**src/rtl/hscb_pkg.sv**
```systemverilog
// ----------------------------------------------------------------------------
// hscb_pkg
// Shared widths, operation and status codes, divider constants and types for
// the chained-bucket hash set.
// ----------------------------------------------------------------------------
package hscb_pkg;

    // table geometry
    localparam int NUM_BUCKETS      = 11;
    localparam int SLOTS_PER_BUCKET = 8;

    // field widths
    localparam int KIND_W   = 2;
    localparam int KEY_W    = 31;
    localparam int STATUS_W = 2;
    localparam int BKT_OUT_W = 4;

    // internal index widths
    localparam int BKT_W  = $clog2(NUM_BUCKETS);
    localparam int BKT_XW = (BKT_W > BKT_OUT_W) ? BKT_W : BKT_OUT_W;
    localparam int SLOT_W = (SLOTS_PER_BUCKET > 1) ? $clog2(SLOTS_PER_BUCKET) : 1;
    localparam int ROW_W  = SLOTS_PER_BUCKET * KEY_W;

    // reciprocal for key / NUM_BUCKETS: q = (key * RECIP) >> RECIP_SH, exact
    localparam int RECIP_W  = KEY_W + 2;
    localparam int RECIP_SH = KEY_W + $clog2(NUM_BUCKETS);
    localparam int PROD_W   = KEY_W + RECIP_W;
    localparam int QUOT_W   = PROD_W - RECIP_SH;
    localparam logic [RECIP_W-1:0] RECIP = RECIP_W'(
        ((64'd1 << RECIP_SH) + 64'(NUM_BUCKETS) - 64'd1) / 64'(NUM_BUCKETS));

    // request queue between front and back
    localparam int Q_DEPTH = 4;
    localparam int Q_AW    = $clog2(Q_DEPTH);

    // operation codes
    localparam logic [KIND_W-1:0] KIND_INSERT = 2'd0;
    localparam logic [KIND_W-1:0] KIND_SEARCH = 2'd1;
    localparam logic [KIND_W-1:0] KIND_REMOVE = 2'd2;

    // status codes
    localparam logic [STATUS_W-1:0] ST_OK      = 2'd0;
    localparam logic [STATUS_W-1:0] ST_MISSING = 2'd1;
    localparam logic [STATUS_W-1:0] ST_FULL    = 2'd2;

    // classified request passed from front to back
    typedef struct packed {
        logic [KIND_W-1:0] kind;
        logic [KEY_W-1:0]  key;
        logic [BKT_W-1:0]  bucket;
    } op_t;

    // back-end sequencer states
    typedef enum logic [1:0] {
        BK_IDLE,
        BK_READ,
        BK_EXEC
    } back_state_t;

endpackage

```
**src/rtl/hscb_front.sv**
```systemverilog
// ----------------------------------------------------------------------------
// hscb_front
// Accepts requests and computes the bucket index (key modulo bucket count)
// with a two-stage reciprocal multiply, then hands them to the queue.
// ----------------------------------------------------------------------------
module hscb_front (
    input  logic              aclk,
    input  logic              aresetn,
    input  logic              s_axis_tvalid,
    output logic              s_axis_tready,
    input  logic [39:0]       s_axis_tdata,   // [1:0] kind, [32:2] key, rest zero
    output logic              out_valid,
    input  logic              out_ready,
    output hscb_pkg::op_t     out_op
);

    // stage a: captured request
    logic                         a_valid_reg;
    logic [hscb_pkg::KIND_W-1:0]  a_kind_reg;
    logic [hscb_pkg::KEY_W-1:0]   a_key_reg;

    // stage b: request plus quotient
    logic                         b_valid_reg;
    logic [hscb_pkg::KIND_W-1:0]  b_kind_reg;
    logic [hscb_pkg::KEY_W-1:0]   b_key_reg;
    logic [hscb_pkg::QUOT_W-1:0]  b_quot_reg;

    logic                         b_free;
    logic                         a_move;
    logic                         accept;
    logic [hscb_pkg::PROD_W-1:0]  prod;
    logic [hscb_pkg::KEY_W-1:0]   quot_times_n;
    logic [hscb_pkg::KEY_W-1:0]   remainder;

    // pipeline flow control
    assign b_free        = !b_valid_reg || out_ready;
    assign a_move        = a_valid_reg && b_free;
    assign s_axis_tready = !a_valid_reg || b_free;
    assign accept        = s_axis_tvalid && s_axis_tready;

    // reciprocal multiply for the quotient
    assign prod = hscb_pkg::PROD_W'(a_key_reg) * hscb_pkg::PROD_W'(hscb_pkg::RECIP);

    // remainder from the registered quotient
    assign quot_times_n = hscb_pkg::KEY_W'(hscb_pkg::KEY_W'(b_quot_reg)
                                           * hscb_pkg::KEY_W'(hscb_pkg::NUM_BUCKETS));
    assign remainder    = b_key_reg - quot_times_n;

    assign out_valid     = b_valid_reg;
    assign out_op.kind   = b_kind_reg;
    assign out_op.key    = b_key_reg;
    assign out_op.bucket = remainder[hscb_pkg::BKT_W-1:0];

    // stage valid bits
    always_ff @(posedge aclk) begin
        if (!aresetn) begin
            a_valid_reg <= 1'b0;
            b_valid_reg <= 1'b0;
        end else begin
            a_valid_reg <= accept || (a_valid_reg && !a_move);
            b_valid_reg <= a_move || (b_valid_reg && !out_ready);
        end
    end

    // stage payloads
    always_ff @(posedge aclk) begin
        if (accept) begin
            a_kind_reg <= s_axis_tdata[1:0];
            a_key_reg  <= s_axis_tdata[32:2];
        end
        if (a_move) begin
            b_kind_reg <= a_kind_reg;
            b_key_reg  <= a_key_reg;
            b_quot_reg <= prod[hscb_pkg::PROD_W-1:hscb_pkg::RECIP_SH];
        end
    end

    // the bucket index must always land inside the table
    a_bucket_range: assert property (@(posedge aclk) disable iff (!aresetn)
        out_valid |-> (32'(out_op.bucket) < 32'(hscb_pkg::NUM_BUCKETS)))
        else $error("bucket index out of range");

endmodule

```
**src/rtl/hscb_fifo.sv**
```systemverilog
// ----------------------------------------------------------------------------
// hscb_fifo
// Short request queue that decouples the front classifier from the back end.
// ----------------------------------------------------------------------------
module hscb_fifo (
    input  logic              aclk,
    input  logic              aresetn,
    input  logic              in_valid,
    output logic              in_ready,
    input  hscb_pkg::op_t     in_op,
    output logic              out_valid,
    input  logic              out_ready,
    output hscb_pkg::op_t     out_op
);

    hscb_pkg::op_t              entry_reg [hscb_pkg::Q_DEPTH];
    logic [hscb_pkg::Q_AW-1:0]  wr_ptr_reg;
    logic [hscb_pkg::Q_AW-1:0]  rd_ptr_reg;
    logic [hscb_pkg::Q_AW:0]    count_reg;
    logic                       push;
    logic                       pop;

    // occupancy flags
    assign in_ready  = (count_reg != (hscb_pkg::Q_AW+1)'(hscb_pkg::Q_DEPTH));
    assign out_valid = (count_reg != '0);
    assign push      = in_valid && in_ready;
    assign pop       = out_valid && out_ready;
    assign out_op    = entry_reg[rd_ptr_reg];

    // pointers and count
    always_ff @(posedge aclk) begin
        if (!aresetn) begin
            wr_ptr_reg <= '0;
            rd_ptr_reg <= '0;
            count_reg  <= '0;
        end else begin
            if (push) begin
                wr_ptr_reg <= wr_ptr_reg + 1'b1;
            end
            if (pop) begin
                rd_ptr_reg <= rd_ptr_reg + 1'b1;
            end
            if (push && !pop) begin
                count_reg <= count_reg + 1'b1;
            end else if (pop && !push) begin
                count_reg <= count_reg - 1'b1;
            end
        end
    end

    // entry storage
    always_ff @(posedge aclk) begin
        if (push) begin
            entry_reg[wr_ptr_reg] <= in_op;
        end
    end

    // occupancy never passes the depth
    a_count_bound: assert property (@(posedge aclk) disable iff (!aresetn)
        count_reg <= (hscb_pkg::Q_AW+1)'(hscb_pkg::Q_DEPTH))
        else $error("queue count exceeds depth");

endmodule

```
**src/rtl/hscb_back.sv**
```systemverilog
// ----------------------------------------------------------------------------
// hscb_back
// Executes queued requests: reads the bucket row, compares all slots at once,
// writes back the changed key row or valid bits and registers the result.
// ----------------------------------------------------------------------------
module hscb_back (
    input  logic              aclk,
    input  logic              aresetn,
    input  logic              q_valid,
    output logic              q_ready,
    input  hscb_pkg::op_t     q_op,
    output logic              m_axis_tvalid,
    input  logic              m_axis_tready,
    output logic [7:0]        m_axis_tdata    // [1:0] status, [5:2] bucket, rest zero
);

    hscb_pkg::back_state_t state_reg;
    hscb_pkg::back_state_t state_next;

    // key rows, one per bucket, and their valid bits
    logic [hscb_pkg::ROW_W-1:0]            key_mem [hscb_pkg::NUM_BUCKETS];
    logic [hscb_pkg::ROW_W-1:0]            row_rdata_reg;
    logic [hscb_pkg::SLOTS_PER_BUCKET-1:0] valid_reg [hscb_pkg::NUM_BUCKETS];

    hscb_pkg::op_t                         item_reg;

    logic                                  m_valid_reg;
    logic [hscb_pkg::STATUS_W-1:0]         m_status_reg;
    logic [hscb_pkg::BKT_OUT_W-1:0]        m_bucket_reg;

    logic                                  rd_en;
    logic                                  out_free;
    logic                                  out_load;
    logic                                  wr_en;
    logic                                  valid_wr;

    logic [hscb_pkg::SLOTS_PER_BUCKET-1:0] row_valid;
    logic [hscb_pkg::SLOTS_PER_BUCKET-1:0] hit;
    logic                                  match_any;
    logic [hscb_pkg::SLOT_W-1:0]           match_idx;
    logic                                  free_any;
    logic [hscb_pkg::SLOT_W-1:0]           free_idx;

    logic [hscb_pkg::STATUS_W-1:0]         status_c;
    logic [hscb_pkg::ROW_W-1:0]            row_wdata;
    logic [hscb_pkg::SLOTS_PER_BUCKET-1:0] row_valid_next;
    logic [hscb_pkg::BKT_XW-1:0]           bucket_x;

    assign out_free = !m_valid_reg || m_axis_tready;

    // next state
    always_comb begin
        state_next = state_reg;
        unique case (state_reg)
            hscb_pkg::BK_IDLE: begin
                if (q_valid) begin
                    state_next = hscb_pkg::BK_READ;
                end
            end
            hscb_pkg::BK_READ: begin
                state_next = hscb_pkg::BK_EXEC;
            end
            hscb_pkg::BK_EXEC: begin
                if (out_free) begin
                    state_next = hscb_pkg::BK_IDLE;
                end
            end
            default: begin
                state_next = hscb_pkg::BK_IDLE;
            end
        endcase
    end

    // state outputs
    always_comb begin
        q_ready  = 1'b0;
        rd_en    = 1'b0;
        out_load = 1'b0;
        unique case (state_reg)
            hscb_pkg::BK_IDLE: begin
                q_ready = 1'b1;
                rd_en   = q_valid;
            end
            hscb_pkg::BK_READ: begin
            end
            hscb_pkg::BK_EXEC: begin
                out_load = out_free;
            end
            default: begin
            end
        endcase
    end

    always_ff @(posedge aclk) begin
        if (!aresetn) begin
            state_reg <= hscb_pkg::BK_IDLE;
        end else begin
            state_reg <= state_next;
        end
    end

    // slot compare against the fetched row
    assign row_valid = valid_reg[item_reg.bucket];

    always_comb begin
        for (int s = 0; s < hscb_pkg::SLOTS_PER_BUCKET; s++) begin
            hit[s] = row_valid[s]
                     && (row_rdata_reg[s*hscb_pkg::KEY_W +: hscb_pkg::KEY_W] == item_reg.key);
        end
    end

    // lowest matching slot and lowest free slot
    always_comb begin
        match_any = 1'b0;
        match_idx = '0;
        free_any  = 1'b0;
        free_idx  = '0;
        for (int s = hscb_pkg::SLOTS_PER_BUCKET - 1; s >= 0; s--) begin
            if (hit[s]) begin
                match_any = 1'b1;
                match_idx = hscb_pkg::SLOT_W'(s);
            end
            if (!row_valid[s]) begin
                free_any = 1'b1;
                free_idx = hscb_pkg::SLOT_W'(s);
            end
        end
    end

    // operation decode
    always_comb begin
        status_c       = hscb_pkg::ST_MISSING;
        row_wdata      = row_rdata_reg;
        row_valid_next = row_valid;
        wr_en          = 1'b0;
        valid_wr       = 1'b0;
        case (item_reg.kind)
            hscb_pkg::KIND_INSERT: begin
                if (free_any) begin
                    status_c = hscb_pkg::ST_OK;
                    row_wdata[free_idx*hscb_pkg::KEY_W +: hscb_pkg::KEY_W] = item_reg.key;
                    row_valid_next[free_idx] = 1'b1;
                    wr_en    = out_load;
                    valid_wr = out_load;
                end else begin
                    status_c = hscb_pkg::ST_FULL;
                end
            end
            hscb_pkg::KIND_REMOVE: begin
                if (match_any) begin
                    status_c = hscb_pkg::ST_OK;
                    row_valid_next[match_idx] = 1'b0;
                    valid_wr = out_load;
                end
            end
            default: begin
                // search, and the unused code
                status_c = match_any ? hscb_pkg::ST_OK : hscb_pkg::ST_MISSING;
            end
        endcase
    end

    // key row memory
    always_ff @(posedge aclk) begin
        if (rd_en) begin
            row_rdata_reg <= key_mem[q_op.bucket];
        end
        if (wr_en) begin
            key_mem[item_reg.bucket] <= row_wdata;
        end
    end

    // valid bits, cleared at reset
    always_ff @(posedge aclk) begin
        if (!aresetn) begin
            for (int b = 0; b < hscb_pkg::NUM_BUCKETS; b++) begin
                valid_reg[b] <= '0;
            end
        end else if (valid_wr) begin
            valid_reg[item_reg.bucket] <= row_valid_next;
        end
    end

    // request capture on pop
    always_ff @(posedge aclk) begin
        if (rd_en) begin
            item_reg <= q_op;
        end
    end

    // result register
    assign bucket_x = hscb_pkg::BKT_XW'(item_reg.bucket);

    always_ff @(posedge aclk) begin
        if (!aresetn) begin
            m_valid_reg <= 1'b0;
        end else begin
            m_valid_reg <= out_load || (m_valid_reg && !m_axis_tready);
        end
    end

    always_ff @(posedge aclk) begin
        if (out_load) begin
            m_status_reg <= status_c;
            m_bucket_reg <= bucket_x[hscb_pkg::BKT_OUT_W-1:0];
        end
    end

    assign m_axis_tvalid = m_valid_reg;
    assign m_axis_tdata  = {2'b00, m_bucket_reg, m_status_reg};

    // a stalled result keeps the sequencer parked on the current request
    a_exec_hold: assert property (@(posedge aclk) disable iff (!aresetn)
        (state_reg == hscb_pkg::BK_EXEC && !out_free) |=> state_reg == hscb_pkg::BK_EXEC)
        else $error("sequencer left exec while result was stalled");

    // key rows are only rewritten by a successful insert
    a_write_insert: assert property (@(posedge aclk) disable iff (!aresetn)
        wr_en |-> (out_load && item_reg.kind == hscb_pkg::KIND_INSERT && free_any))
        else $error("key row written outside a successful insert");

endmodule

```
**src/rtl/hash_set_chained_buckets.sv**
```systemverilog
// The back end takes one request at a time: it reads the bucket row, compares,
//   writes any change back, goes idle only when the result register is free.
// The front accepts during back-end work until its stages and 4-entry queue fill.
// Reset: synchronous active-low; clears all slot valid bits at once, no sweep.
// ----------------------------------------------------------------------------
// hash_set_chained_buckets
// Hash set of 31-bit keys in fixed-size buckets, with insert, search and
// remove requests and one status result per request.
// ----------------------------------------------------------------------------
module hash_set_chained_buckets (
    input  logic        aclk,
    input  logic        aresetn,
    input  logic        s_axis_tvalid,
    output logic        s_axis_tready,
    input  logic [39:0] s_axis_tdata,   // [1:0] kind, [32:2] key, rest zero
    output logic        m_axis_tvalid,
    input  logic        m_axis_tready,
    output logic [7:0]  m_axis_tdata    // [1:0] status, [5:2] bucket, rest zero
);

    logic          fr_valid;
    logic          fr_ready;
    hscb_pkg::op_t fr_op;
    logic          q_valid;
    logic          q_ready;
    hscb_pkg::op_t q_op;

    // request classification
    hscb_front u_front (
        .aclk          (aclk),
        .aresetn       (aresetn),
        .s_axis_tvalid (s_axis_tvalid),
        .s_axis_tready (s_axis_tready),
        .s_axis_tdata  (s_axis_tdata),
        .out_valid     (fr_valid),
        .out_ready     (fr_ready),
        .out_op        (fr_op)
    );

    // decoupling queue
    hscb_fifo u_fifo (
        .aclk      (aclk),
        .aresetn   (aresetn),
        .in_valid  (fr_valid),
        .in_ready  (fr_ready),
        .in_op     (fr_op),
        .out_valid (q_valid),
        .out_ready (q_ready),
        .out_op    (q_op)
    );

    // table execution
    hscb_back u_back (
        .aclk          (aclk),
        .aresetn       (aresetn),
        .q_valid       (q_valid),
        .q_ready       (q_ready),
        .q_op          (q_op),
        .m_axis_tvalid (m_axis_tvalid),
        .m_axis_tready (m_axis_tready),
        .m_axis_tdata  (m_axis_tdata)
    );

endmodule

```
**config.mk**
```make
export PLATFORM = sky130hd
export DESIGN_NAME = hash_set_chained_buckets
export DESIGN_NICKNAME = d
export VERILOG_FILES = /design/src/rtl/hscb_pkg.sv /design/src/rtl/hscb_front.sv /design/src/rtl/hscb_fifo.sv /design/src/rtl/hscb_back.sv /design/src/rtl/hash_set_chained_buckets.sv
export SDC_FILE = /design/constraint.sdc
export NUM_CORES = 2
export LEC_CHECK = 0
export CAP_MARGIN = 25
export CORE_MARGIN = 4
export CORE_UTILIZATION = 45
export CTS_CLUSTER_SIZE = 20
export DETAILED_ROUTE_END_ITERATION = 8
export DONT_BUFFER_PORTS = 1
export PLACE_DENSITY = 0.61
export SETUP_SLACK_MARGIN = 0.3
export SYNTH_ARGS = -nofsm -noshare
export SYNTH_HDL_FRONTEND = slang
export SYNTH_SLANG_ARGS = --single-unit
```
**constraint.sdc**
```tcl
create_clock -name aclk -period 50.6 [get_ports aclk]
set_input_delay 2.53 -clock aclk [delete_from_list [all_inputs] [get_ports aclk]]
set_output_delay 2.53 -clock aclk [all_outputs]
set_load 0.005 [all_outputs]
```
==> results.tsv <==
metric	value	unit
leakage	53.7	nW
syn_inst	7862	
cts_setup_buffers	0	
async_flop_share	0	%
hold_viol	0	
die_area	325000	µm²
path_class	reg -> reg	
end_kind	register	
via_per_inst	5.68	
synth_edf_count	3357	
overflow	0	
cts.path.max_buffers	4	
ys_warn_count	0	
core	315000	µm²
finalWirelength	335000	µm
netlist_area	142000	µm²
grt_pass1_vias	73300	
gp_congestion	0.823	
start_kind	register	
timing.fmax	140	MHz
seq_area_frac_synth	71.3	%
fin_nets	8512	
h-tree-depth	5	
hp-class	reg -> reg	
synth_top_area_share	70.9	%
grt_busiest_layer	met2	
cts_made_buffers	350	
p_comb_share	38.5	%
netlist-cell-type-count	77	
clock_latency	900	ps
worstPathArrival	7650	ps
yosysMostFrequentCell	edfxtp_1	
grt_max_degree	163	
hold_buffers	0	
num_vias	70700	
maxSlewViolCount	0	
synth_top_flop_cell	edfxtp_1	
vdd_drop_max	0.000110	V
grt_use_met1	28.5	%
synth_seq_cells	3383	
start_util	45.2	%
relSlewSlack	20.0	%
yosysTopAreaCell	edfxtp_1	
use_met3	2.90	%
largest_reg_flops	2728	
die_w	570	µm
switching_share	35.4	%
ctsResizeCount	0	
final_cells	12500	
cp.required	51100	ps
setup_viol	0	
setup_tns	0	ps
wl_per_cell	26.9	µm
fin_crit_sh	14.1	%
detail-route-antenna-nets	0	
drt_iter0_markers	6805	
track_usage	20.6	%
clkPwrFrac	23.6	%
portBuffers	0	
antenna_found_initial	6	
dp_hpwl	187000	µm
tightest_slew	1190	ps
cellPowerDensity	65.5	nW/µm²
rows	206	
cts_tree	yes	
rsz0062_at_grt	false	
drive_gt1_share	17.4	%
p_int	6.71	mW
die_h	570	µm
synth.avg_cell_area	18.1	µm²
grtUsageMet2	34.3	%
clock_sinks	3383	
p_switching	3.68	mW
fin_crit	7140	ps
timing.max_cap.violations	0	
drtPass1Iterations	6	
clk_pin_slew	60	ps
critPathMaxFanout	89	
dp.cells	11800	
p_seq_share	37.9	%
fillers	25300	
synthTopCellsByCount	edfxtp_1, nand2_1, o21ai_0	
grt_first_pass_wirelength	496000	µm
yosys-top-cells-area	edfxtp_1, mux4_2, mux2i_1	
io_pins	54	
clock-skew-final	34.0	ps
areaGrowthSynthToFinish	11.6	%
cts-root-buf	clkbuf_16	
status	finished, final reports clean	
drc	0	
==> through the flow <==
step	util (%)	hold WS [ps]	area, µm²	power (mW)	worst slack (ps)
3_5_place_dp	46.8	417	147000	8.00	42970
2_1_floorplan	-	400	142000	6.72	29200
4_1_cts	50.3	432	158000	10.5	43010
3_3_place_gp	46.8	425	147000	7.93	42960
5_1_grt	50.4	449	159000	11.0	42930
6_report	50.4	431	159000	10.4	43460
==> power groups by stage <==
stage / Clock [mW] / Combinational (mW) / Sequential, mW
detailed placement: 0 / 4.00 / 4.00
global route: 2.62 / 4.44 / 3.95
CTS: 2.50 / 4.03 / 3.94
global placement: 0 / 3.94 / 3.99
floorplan: 0 / 2.74 / 3.98
finish: 2.45 / 4.00 / 3.94
==> worst max-delay path: stages, from the launching register on <==
cell,delay [ps]
dfxtp_2,310
buf_4,480
mux4_2,610
a22o_1,310
a221oi_1,670
or3_1,350
o211ai_1,130
buf_4,270
or2_2,410
nor2_4,130
buf_12,520
buf_4,890
buf_4,640
buf_4,800
==> layout make-up <==
type	count	area, µm²	area share, %
antenna	3	7.51	0.00473
clock buffer	440	9240	5.83
clock inverter	186	1570	0.993
inverter	350	1320	0.833
multi-input combinational	3691	37900	23.9
sequential	3383	101000	63.9
tap	4160	5200	3.28
timing repair buffer	239	2000	1.26
==> cells by family (layout without fill, tap and decap cells) <==
group / after synthesis / in the layout / share of synthesized area [%]
AND/OR/NAND/NOR: 1016 / 1016 / 3.10
XOR/XNOR: 286 / 286 / 1.76
flip-flops: 3383 / 3383 / 71.3
other: 1 / 5 / 0.00264
AO/OA/AOI/OAI: 744 / 744 / 2.86
buffers and inverters: 789 / 1215 / 2.19
adder cells (fa/ha/maj): 453 / 453 / 5.16
multiplexers: 1190 / 1190 / 13.6
==> cells in the final DEF (no fill, tap or decap), drive strengths merged, types with 9 or more instances in the layout <==
cell / instances
xnor2: 150
or2: 10
a21oi: 22
a211oi: 10
dfxtp: 26
edfxtp: 3357
mux2i: 499
fa: 222
xor2: 136
nand3: 15
ha: 231
nand4: 45
bufinv: 20
buf: 207
nor4: 79
nor3: 47
mux2: 125
and2: 10
inv: 364
o21ai: 634
mux4: 566
clkinv: 143
clkbuf: 472
clkinvlp: 9
nor2: 62
o211ai: 13
nand2: 713
==> metal layers <==
metal | part of all wire, % | vias up
met3 | 5.8 | 482
met4 | 2.7 | 0
met1 | 42 | 37400
li1 | - | 30700
met2 | 49 | 2096
met5 | 0 | -
==> worst paths after layout <==
kind | slack, ps | start | depth (start not counted) | endpoint
min | 430 | u_front.a_kind_reg[1]$_DFFE_PP_ | 0 | u_front.b_kind_reg[1]$_DFFE_PP_
max | 43460 | register | 13 | u_back.key_mem[0][62]$_DFFE_PP_
max reg2reg | 43460 | register | 13 | u_back.key_mem[0][62]$_DFFE_PP_
min reg2reg | 430 | u_front.a_kind_reg[1]$_DFFE_PP_ | 0 | u_front.b_kind_reg[1]$_DFFE_PP_
Note: power is estimated with default switching activity, not from simulation.
